**config.mk**
```make
export PLATFORM = sky130hd
export DESIGN_NAME = i2c_register_transaction_sequencer_core
export DESIGN_NICKNAME = d
export VERILOG_FILES = /design/src/hw/rtl/i2cseq_pkg.sv /design/src/hw/rtl/i2cseq_step.sv /design/src/hw/rtl/i2cseq_rsp_queue.sv /design/src/hw/rtl/i2c_register_transaction_sequencer_core.sv
export SDC_FILE = /design/constraint.sdc
export NUM_CORES = 1
export LEC_CHECK = 0
export ABC_AREA = 1
export ABC_CLOCK_PERIOD_IN_PS = 7700
export BUFFER_PORTS_ARGS = -buffer_cell sky130_fd_sc_hd__buf_2
export CORE_MARGIN = 4
export CORE_UTILIZATION = 37
export CTS_BUF_LIST = sky130_fd_sc_hd__clkbuf_8
export CTS_CLUSTER_SIZE = 12
export DETAILED_ROUTE_END_ITERATION = 10
export GPL_TIMING_DRIVEN = 1
export HOLD_SLACK_MARGIN = 0.08
export PLACE_DENSITY = 0.57
export SYNTH_ARGS = -nofsm -noshare
export SYNTH_HDL_FRONTEND = slang
export SYNTH_HIERARCHICAL = 1
export SYNTH_SLANG_ARGS = --single-unit
```
**constraint.sdc**
```tcl
create_clock -name clock -period 7.7 [get_ports clock]
set_clock_uncertainty 0.15 [all_clocks]
set_input_delay 1.155 -clock clock [delete_from_list [all_inputs] [get_ports clock]]
set_output_delay 1.155 -clock clock [all_outputs]
set_load 0.005 [all_outputs]
```
**src/hw/rtl/i2cseq_pkg.sv**
```systemverilog
// Shared types, codes and helpers of the I2C register transaction sequencer.
package i2cseq_pkg;

   // Request opcodes.
   localparam logic [1:0] OP_READ  = 2'd0;
   localparam logic [1:0] OP_WRITE = 2'd1;
   localparam logic [1:0] OP_EVENT = 2'd2;

   // Result kinds.
   localparam logic [1:0] KIND_CMD  = 2'd0;
   localparam logic [1:0] KIND_DATA = 2'd1;
   localparam logic [1:0] KIND_DONE = 2'd2;

   // Engine commands.
   localparam logic [2:0] CMD_START = 3'd0;
   localparam logic [2:0] CMD_SEND  = 3'd1;
   localparam logic [2:0] CMD_RACK  = 3'd2;
   localparam logic [2:0] CMD_RNACK = 3'd3;
   localparam logic [2:0] CMD_STOP  = 3'd4;

   // Engine status codes, compared after masking off the low three bits.
   localparam logic [7:0] ST_MASK     = 8'hF8;
   localparam logic [7:0] ST_START    = 8'h08;
   localparam logic [7:0] ST_RESTART  = 8'h10;
   localparam logic [7:0] ST_SLAW_ACK = 8'h18;
   localparam logic [7:0] ST_SLAR_ACK = 8'h40;
   localparam logic [7:0] ST_DATA_ACK = 8'h28;

   // Most result words one input word can cause.
   localparam int MAX_RESULTS = 3;

   typedef enum logic [7:0] {
      PH_IDLE   = 8'b0000_0001,
      PH_START1 = 8'b0000_0010,
      PH_SLAW   = 8'b0000_0100,
      PH_REG    = 8'b0000_1000,
      PH_VAL    = 8'b0001_0000,
      PH_START2 = 8'b0010_0000,
      PH_SLAR   = 8'b0100_0000,
      PH_READ   = 8'b1000_0000
   } phase_type;

   typedef struct packed {
      logic [1:0] opcode;
      logic [6:0] dev_addr;
      logic [7:0] reg_addr;
      logic [7:0] write_value;
      logic [7:0] read_length;
      logic [7:0] engine_status;
      logic [7:0] engine_data;
   } req_word_type;

   typedef struct packed {
      logic [1:0] kind;
      logic [2:0] command;
      logic [7:0] command_byte;
      logic [7:0] data_byte;
      logic [7:0] byte_index;
      logic       success;
      logic       last;
   } rsp_word_type;

   typedef struct packed {
      phase_type  phase;
      logic [6:0] saved_device;
      logic [7:0] saved_register;
      logic [7:0] saved_value;
      logic [7:0] total_length;
      logic [7:0] bytes_done;
      logic       is_write;
   } seq_state_type;

   // Result words of one step, oldest in entry zero.
   typedef struct packed {
      logic [1:0]              count;
      rsp_word_type [MAX_RESULTS-1:0] words;
   } step_out_type;

   // Load request from the control path into the result queue.
   typedef struct packed {
      logic                    load;
      logic [1:0]              count;
      rsp_word_type [MAX_RESULTS-1:0] words;
   } queue_load_type;

   // Fill level of the result queue.
   typedef struct packed {
      logic [1:0] count;
   } queue_status_type;

   function automatic rsp_word_type mk_word(input logic [1:0] kind,
                                            input logic [2:0] command,
                                            input logic [7:0] command_byte,
                                            input logic [7:0] data_byte,
                                            input logic [7:0] byte_index,
                                            input logic       success);
      rsp_word_type w;
      w.kind         = kind;
      w.command      = command;
      w.command_byte = command_byte;
      w.data_byte    = data_byte;
      w.byte_index   = byte_index;
      w.success      = success;
      w.last         = 1'b0;
      return w;
   endfunction

endpackage

```
**src/hw/rtl/i2cseq_step.sv**
```systemverilog
// Next-state and result logic for one request or engine completion word.
module i2cseq_step
   import i2cseq_pkg::*;
(
   input  seq_state_type cur_state,
   input  req_word_type  req,
   output seq_state_type next_state,
   output step_out_type  step_out
);

   logic [7:0] status;
   logic [7:0] done_inc;
   logic [2:0] first_read_cmd;
   logic [2:0] next_read_cmd;
   logic       status_ok;

   always_comb begin
      status   = req.engine_status & ST_MASK;
      done_inc = cur_state.bytes_done + 8'd1;
      // With nothing read yet, ack only if more than one byte is wanted.
      first_read_cmd = (9'd1 < {1'b0, cur_state.total_length}) ? CMD_RACK : CMD_RNACK;
      next_read_cmd  = ({1'b0, done_inc} + 9'd1 < {1'b0, cur_state.total_length}) ?
                       CMD_RACK : CMD_RNACK;
      status_ok = 1'b0;

      next_state     = cur_state;
      step_out       = '0;

      case (req.opcode)
         OP_READ, OP_WRITE: begin
            if (cur_state.phase == PH_IDLE) begin
               next_state.saved_device   = req.dev_addr;
               next_state.saved_register = req.reg_addr;
               next_state.saved_value    = req.write_value;
               next_state.total_length   = req.read_length;
               next_state.bytes_done     = 8'd0;
               next_state.is_write       = req.opcode[0];
               next_state.phase          = PH_START1;
               step_out.words[0] = mk_word(KIND_CMD, CMD_START, 8'd0, 8'd0, 8'd0, 1'b0);
               step_out.count    = 2'd1;
            end
         end
         OP_EVENT: begin
            unique case (cur_state.phase)
               PH_IDLE: begin
               end
               PH_START1, PH_START2: begin
                  if (status == ST_START || status == ST_RESTART) begin
                     step_out.words[0] = mk_word(KIND_CMD, CMD_SEND,
                        {cur_state.saved_device, cur_state.phase == PH_START2},
                        8'd0, 8'd0, 1'b0);
                     step_out.count   = 2'd1;
                     next_state.phase = (cur_state.phase == PH_START2) ? PH_SLAR : PH_SLAW;
                  end else begin
                     step_out.count = 2'd2;
                  end
               end
               PH_SLAW: begin
                  if (status == ST_SLAW_ACK) begin
                     step_out.words[0] = mk_word(KIND_CMD, CMD_SEND,
                        cur_state.saved_register, 8'd0, 8'd0, 1'b0);
                     step_out.count   = 2'd1;
                     next_state.phase = PH_REG;
                  end else begin
                     step_out.count = 2'd2;
                  end
               end
               PH_REG: begin
                  if (status != ST_DATA_ACK) begin
                     step_out.count = 2'd2;
                  end else if (cur_state.is_write) begin
                     step_out.words[0] = mk_word(KIND_CMD, CMD_SEND,
                        cur_state.saved_value, 8'd0, 8'd0, 1'b0);
                     step_out.count   = 2'd1;
                     next_state.phase = PH_VAL;
                  end else begin
                     step_out.words[0] = mk_word(KIND_CMD, CMD_START,
                        8'd0, 8'd0, 8'd0, 1'b0);
                     step_out.count   = 2'd1;
                     next_state.phase = PH_START2;
                  end
               end
               PH_VAL: begin
                  status_ok      = (status == ST_DATA_ACK);
                  step_out.count = 2'd2;
               end
               PH_SLAR: begin
                  if (status != ST_SLAR_ACK) begin
                     step_out.count = 2'd2;
                  end else if (cur_state.total_length == 8'd0) begin
                     status_ok      = 1'b1;
                     step_out.count = 2'd2;
                  end else begin
                     next_state.bytes_done = 8'd0;
                     step_out.words[0] = mk_word(KIND_CMD, first_read_cmd,
                        8'd0, 8'd0, 8'd0, 1'b0);
                     step_out.count   = 2'd1;
                     next_state.phase = PH_READ;
                  end
               end
               PH_READ: begin
                  // Received bytes carry no status check.
                  next_state.bytes_done = done_inc;
                  step_out.words[0] = mk_word(KIND_DATA, CMD_START, 8'd0,
                     req.engine_data, cur_state.bytes_done, 1'b0);
                  if (done_inc >= cur_state.total_length) begin
                     status_ok      = 1'b1;
                     step_out.count = 2'd3;
                  end else begin
                     step_out.words[1] = mk_word(KIND_CMD, next_read_cmd,
                        8'd0, 8'd0, 8'd0, 1'b0);
                     step_out.count = 2'd2;
                  end
               end
               default: begin
                  next_state.phase = PH_IDLE;
               end
            endcase
         end
         default: begin
         end
      endcase

      // Ending a transaction: a stop command, then the finished report.
      if (req.opcode == OP_EVENT && next_state.phase == cur_state.phase &&
          cur_state.phase != PH_IDLE && cur_state.phase != PH_READ) begin
         step_out.words[0] = mk_word(KIND_CMD, CMD_STOP, 8'd0, 8'd0, 8'd0, 1'b0);
         step_out.words[1] = mk_word(KIND_DONE, CMD_START, 8'd0, 8'd0, 8'd0, status_ok);
         next_state.phase  = PH_IDLE;
      end else if (req.opcode == OP_EVENT && cur_state.phase == PH_READ &&
                   step_out.count == 2'd3) begin
         step_out.words[1] = mk_word(KIND_CMD, CMD_STOP, 8'd0, 8'd0, 8'd0, 1'b0);
         step_out.words[2] = mk_word(KIND_DONE, CMD_START, 8'd0, 8'd0, 8'd0, 1'b1);
         next_state.phase  = PH_IDLE;
      end

      case (step_out.count)
         2'd1:    step_out.words[0].last = 1'b1;
         2'd2:    step_out.words[1].last = 1'b1;
         2'd3:    step_out.words[2].last = 1'b1;
         default: begin
         end
      endcase
   end

endmodule

```
**src/hw/rtl/i2cseq_rsp_queue.sv**
```systemverilog
// Result buffer that holds the words of one step and hands them out in order.
module i2cseq_rsp_queue
   import i2cseq_pkg::*;
(
   input  logic             clock,
   input  logic             reset,
   input  queue_load_type   q_load,
   output queue_status_type q_status,
   output logic             rsp_valid,
   input  logic             rsp_ready,
   output rsp_word_type     rsp_word
);

   logic [1:0]                     count_ff, count_in;
   rsp_word_type [MAX_RESULTS-1:0] words_ff, words_in;
   logic                           pop;

   assign rsp_valid      = (count_ff != 2'd0);
   assign pop            = rsp_valid && rsp_ready;
   assign rsp_word       = words_ff[0];
   assign q_status.count = count_ff;

   // A load only comes when the buffer is empty after this cycle's pop.
   always_comb begin
      count_in = count_ff;
      words_in = words_ff;
      if (q_load.load) begin
         count_in = q_load.count;
         words_in = q_load.words;
      end else if (pop) begin
         count_in    = count_ff - 2'd1;
         words_in[0] = words_ff[1];
         words_in[1] = words_ff[2];
      end
   end

   always_ff @(posedge clock) begin
      if (reset) begin
         count_ff <= 2'd0;
      end else begin
         count_ff <= count_in;
      end
      words_ff <= words_in;
   end

endmodule

```
**src/hw/rtl/i2c_register_transaction_sequencer_core.sv**
```systemverilog
// Top level of the I2C register transaction sequencer.
// An accepted word waits in the input register until the result buffer can take its results.
// Throughput: one input word per cycle while each causes at most one result word and the
// output is ready; a word that causes more holds the single result port until all are taken.
// Reset: synchronous, active high; clears the transaction state to idle and
// empties the input register and the result buffer.
module i2c_register_transaction_sequencer_core
   import i2cseq_pkg::*;
(
   input  logic         clock,
   input  logic         reset,
   input  logic         req_valid,
   output logic         req_ready,
   input  req_word_type req_word,
   output logic         rsp_valid,
   input  logic         rsp_ready,
   output rsp_word_type rsp_word
);

   // The input register holds one accepted word. It is processed against
   // the transaction state in a single pass of combinational logic, and
   // all of the words it causes (at most three) are loaded into the result
   // buffer at once. The word moves on as soon as the buffer will be empty
   // at the end of the cycle, so a new request or completion word can be
   // taken every cycle while each causes at most one result and output keeps up.

   logic             in_valid_ff, in_valid_in;
   req_word_type     in_word_ff, in_word_in;
   seq_state_type    state_ff, state_in;
   seq_state_type    step_state;
   step_out_type     step_out;
   queue_load_type   q_load;
   queue_status_type q_status;
   logic             advance;
   logic             req_take;

   i2cseq_step u_step (
      .cur_state  (state_ff),
      .req        (in_word_ff),
      .next_state (step_state),
      .step_out   (step_out)
   );

   // The buffer is free for new words when it is empty, or when its last
   // word leaves in this very cycle.
   assign advance = in_valid_ff &&
                    ((q_status.count == 2'd0) ||
                     (q_status.count == 2'd1 && rsp_ready));

   assign req_ready = !in_valid_ff || advance;
   assign req_take  = req_valid && req_ready;

   assign q_load.load  = advance;
   assign q_load.count = step_out.count;
   assign q_load.words = step_out.words;

   i2cseq_rsp_queue u_rsp_queue (
      .clock     (clock),
      .reset     (reset),
      .q_load    (q_load),
      .q_status  (q_status),
      .rsp_valid (rsp_valid),
      .rsp_ready (rsp_ready),
      .rsp_word  (rsp_word)
   );

   always_comb begin
      in_valid_in = in_valid_ff;
      in_word_in  = in_word_ff;
      state_in    = state_ff;
      if (advance) begin
         in_valid_in = 1'b0;
         state_in    = step_state;
      end
      if (req_take) begin
         in_valid_in = 1'b1;
         in_word_in  = req_word;
      end
   end

   always_ff @(posedge clock) begin
      if (reset) begin
         in_valid_ff             <= 1'b0;
         state_ff.phase          <= PH_IDLE;
         state_ff.saved_device   <= 7'd0;
         state_ff.saved_register <= 8'd0;
         state_ff.saved_value    <= 8'd0;
         state_ff.total_length   <= 8'd0;
         state_ff.bytes_done     <= 8'd0;
         state_ff.is_write       <= 1'b0;
      end else begin
         in_valid_ff <= in_valid_in;
         state_ff    <= state_in;
      end
      in_word_ff <= in_word_in;
   end

`ifndef SYNTH
   // The buffer never holds more words than one step can cause.
   a_queue_bound: assert property (@(posedge clock) disable iff (reset)
      q_status.count <= 2'd3)
      else $error("result buffer holds more than three words");

   // A step that causes results shows them in the next cycle.
   a_load_shows: assert property (@(posedge clock) disable iff (reset)
      advance && step_out.count != 2'd0 |=> rsp_valid)
      else $error("loaded results not presented");

   // The last flag marks exactly the final buffered word of a step.
   a_last_mark: assert property (@(posedge clock) disable iff (reset)
      rsp_valid |-> (rsp_word.last == (q_status.count == 2'd1)))
      else $error("last flag on the wrong result word");

   // The input register never drops a word while the buffer is busy.
   a_hold_input: assert property (@(posedge clock) disable iff (reset)
      in_valid_ff && !advance |=> in_valid_ff && $stable(in_word_ff))
      else $error("pending input word lost");
`endif

endmodule
```
==> qor.yml <==
slew_violations: 0
worstMarginPinSlew_ns: 1.04
crit_required_ns: 6.39
die_area_um2: 31700
area_growth_pct: 5.44
die-width_um: 178
min_from: "u_rsp_queue/words_ff[90]$_DFFE_PP_"
core_um2: 28200
cts_inserted_buffers: 17
fmax_mhz: 273
fin_tns_setup_ns: 0
grt_pass1_wl_um: 37200
cts_buffer_depth: 2
drtAntennaViolNets: 0
grt_max_degree: 97
layout.nets: 1424
postCtsSetupBuffers: 0
grt_overflow_total: 0
path_class: "in2out"
max_stage_delay_ns: 0.49
synthCells: 1326
reg2reg_from: "u_rsp_queue/q_status[1]$_SDFFE_PP0P_"
hold_class: "reg2reg"
port_buffers: 82
setup-violations-final: 0
p_per_area_nw_per_um2: 250
dr.pass1.iters: 7
antennaDiodeCount: 0
routed_via_density: 4.40
yosys_warnings: 6
busiest_layer: "met2"
antenna_found_initial: 0
leakage_nw: 5.22
via_count: 7672
critPathBufInv: 4
crit_path_start_kind: "input pin"
grt_usage_pct: 14.7
post-dp-hpwl_um: 14500
cts-root-buf: "clkbuf_8"
grt_pass1_vias: 7525
status: "finished, final reports clean"
critPathMaxFanout: 49
cp.arrival_ns: 2.35
synth_area_um2: 10700
rsz0062_at_grt: "no"
wire_per_inst_um: 12.8
max-vdd-ir-drop_uv: 112
worstSetupEndpointType: "output pin"
clock_sinks: 190
h-tree-depth: 4
die_h_um: 178
met3_usage_pct: 2.75
drive_above_1_share_pct: 13.5
postCtsHoldBufs: 0
final_util_pct: 40.0
drc: 0
met2_usage_pct: 25.2
tritoncts: "built"
worstSkewPairLatency_ns: 0.46
cap_viol_max_count: 0
first_iter_violations: 522
clk_pin_slew_ns: 0.12
grt_use_met1_pct: 19.0
syn_avg_cell_area_um2: 8.06
drt-total-wl_um: 22300
start_util_pct: 37.9
startpoint: "rsp_ready"
min_period_ns: 3.66
place_congestion: 0.834
hold_viol: 0
relSlewSlack_pct: 30.6
crit_chain: "buf_2 -> inv_2 -> nand2_2 -> buf_4 -> nand2_1 -> nand2_1 -> buf_2"
std_cell_rows: 61
num_io_pins: 86
fillers: 2860
cts_resized: 0
slowest_stage: "buf_4"
fin_crit_sh_pct: 47.5
crit_family: "buffers and inverters"
[metrics by stage]
step	instances	setup slack [ns]	hold WS, ns	instance area [um2]	power, mW
3_3_place_gp	1711	3.77	0.339	10800	2.12
5_1_grt	1743	3.94	0.385	11300	3.04
2_1_floorplan	1380	3.31	0.332	10900	2.01
4_1_cts	1743	4.05	0.365	11300	2.86
6_report	1743	4.04	0.361	11300	2.82
3_5_place_dp	1711	3.76	0.346	10800	2.13
[cell type report]
cell class	count	area, um2	share of cell area [%]
Clock buffer	17	234	2.08
Clock inverter	15	211	1.88
Inverter	254	956	8.48
Multi-Input combinational cell	797	3710	33.0
Sequential cell	190	5190	46.1
Tap cell	378	473	4.20
Timing Repair Buffer	92	485	4.31
[sequential cells by signal, indices dropped and copies added, names as in the netlist]
signal / count
in_word_ff: 46
state_ff: 48
in_valid_ff: 1
u_rsp_queue/q_status: 2
u_rsp_queue/rsp_word: 31
u_rsp_queue/words_ff: 62
[layer usage]
layer  vias to the layer above  part of all wire (%)
li1                       4003                     -
met4                         0                   1.6
met2                       123                    47
met1                      3527                    47
met5                         -                     0
met3                        19                   3.6
[worst register-to-register path, cell delays in order, from the launching register on]
cell and delay (ns):
dfxtp_1 0.33, inv_2 0.04, buf_4 0.48, nand3_2 0.54
buf_4 0.46, inv_2 0.11, buf_4 0.76, nand2_1 0.19
nand2_1 0.10, nand2_1 0.05, nand2_1 0.10, nor2_2 0.03
[worst paths after layout]
check / slack (ns) / cells past startpoint / end
setup reg to reg: 4.26 / 11 / u_rsp_queue/q_status[0]$_SDFFE_PP0P_
setup / recovery: 4.04 / 7 / req_ready
hold / removal: 0.36 / 2 / u_rsp_queue/words_ff[59]$_DFFE_PP_
hold reg to reg: 0.36 / 2 / u_rsp_queue/words_ff[59]$_DFFE_PP_
[power by group]
| group | switching [mW] | leakage [nW] | total [mW] | internal (mW) |
|---|---|---|---|---|
| clock network | 0.415 | 0.216 | 0.727 | 0.312 |
| registers | 0.0661 | 1.75 | 1.37 | 1.30 |
| logic | 0.495 | 3.25 | 0.730 | 0.235 |
[cell usage in the layout (no fill, tap or decap), types with 3 or more instances in the layout]
master,count
xor2_1,8
o21ai_0,30
nor3_1,3
nand4_1,53
inv_8,4
nor2_1,111
nand3_1,26
conb_1,55
nand2_1,417
o22ai_1,15
buf_2,82
clkinv_8,3
dfxtp_1,51
inv_1,234
a21oi_1,12
nand2_2,12
nor2_2,6
clkbuf_8,17
nor2_4,9
ha_1,19
buf_4,10
edfxtp_1,139
inv_2,19
(Power assumes the default switching activity.)
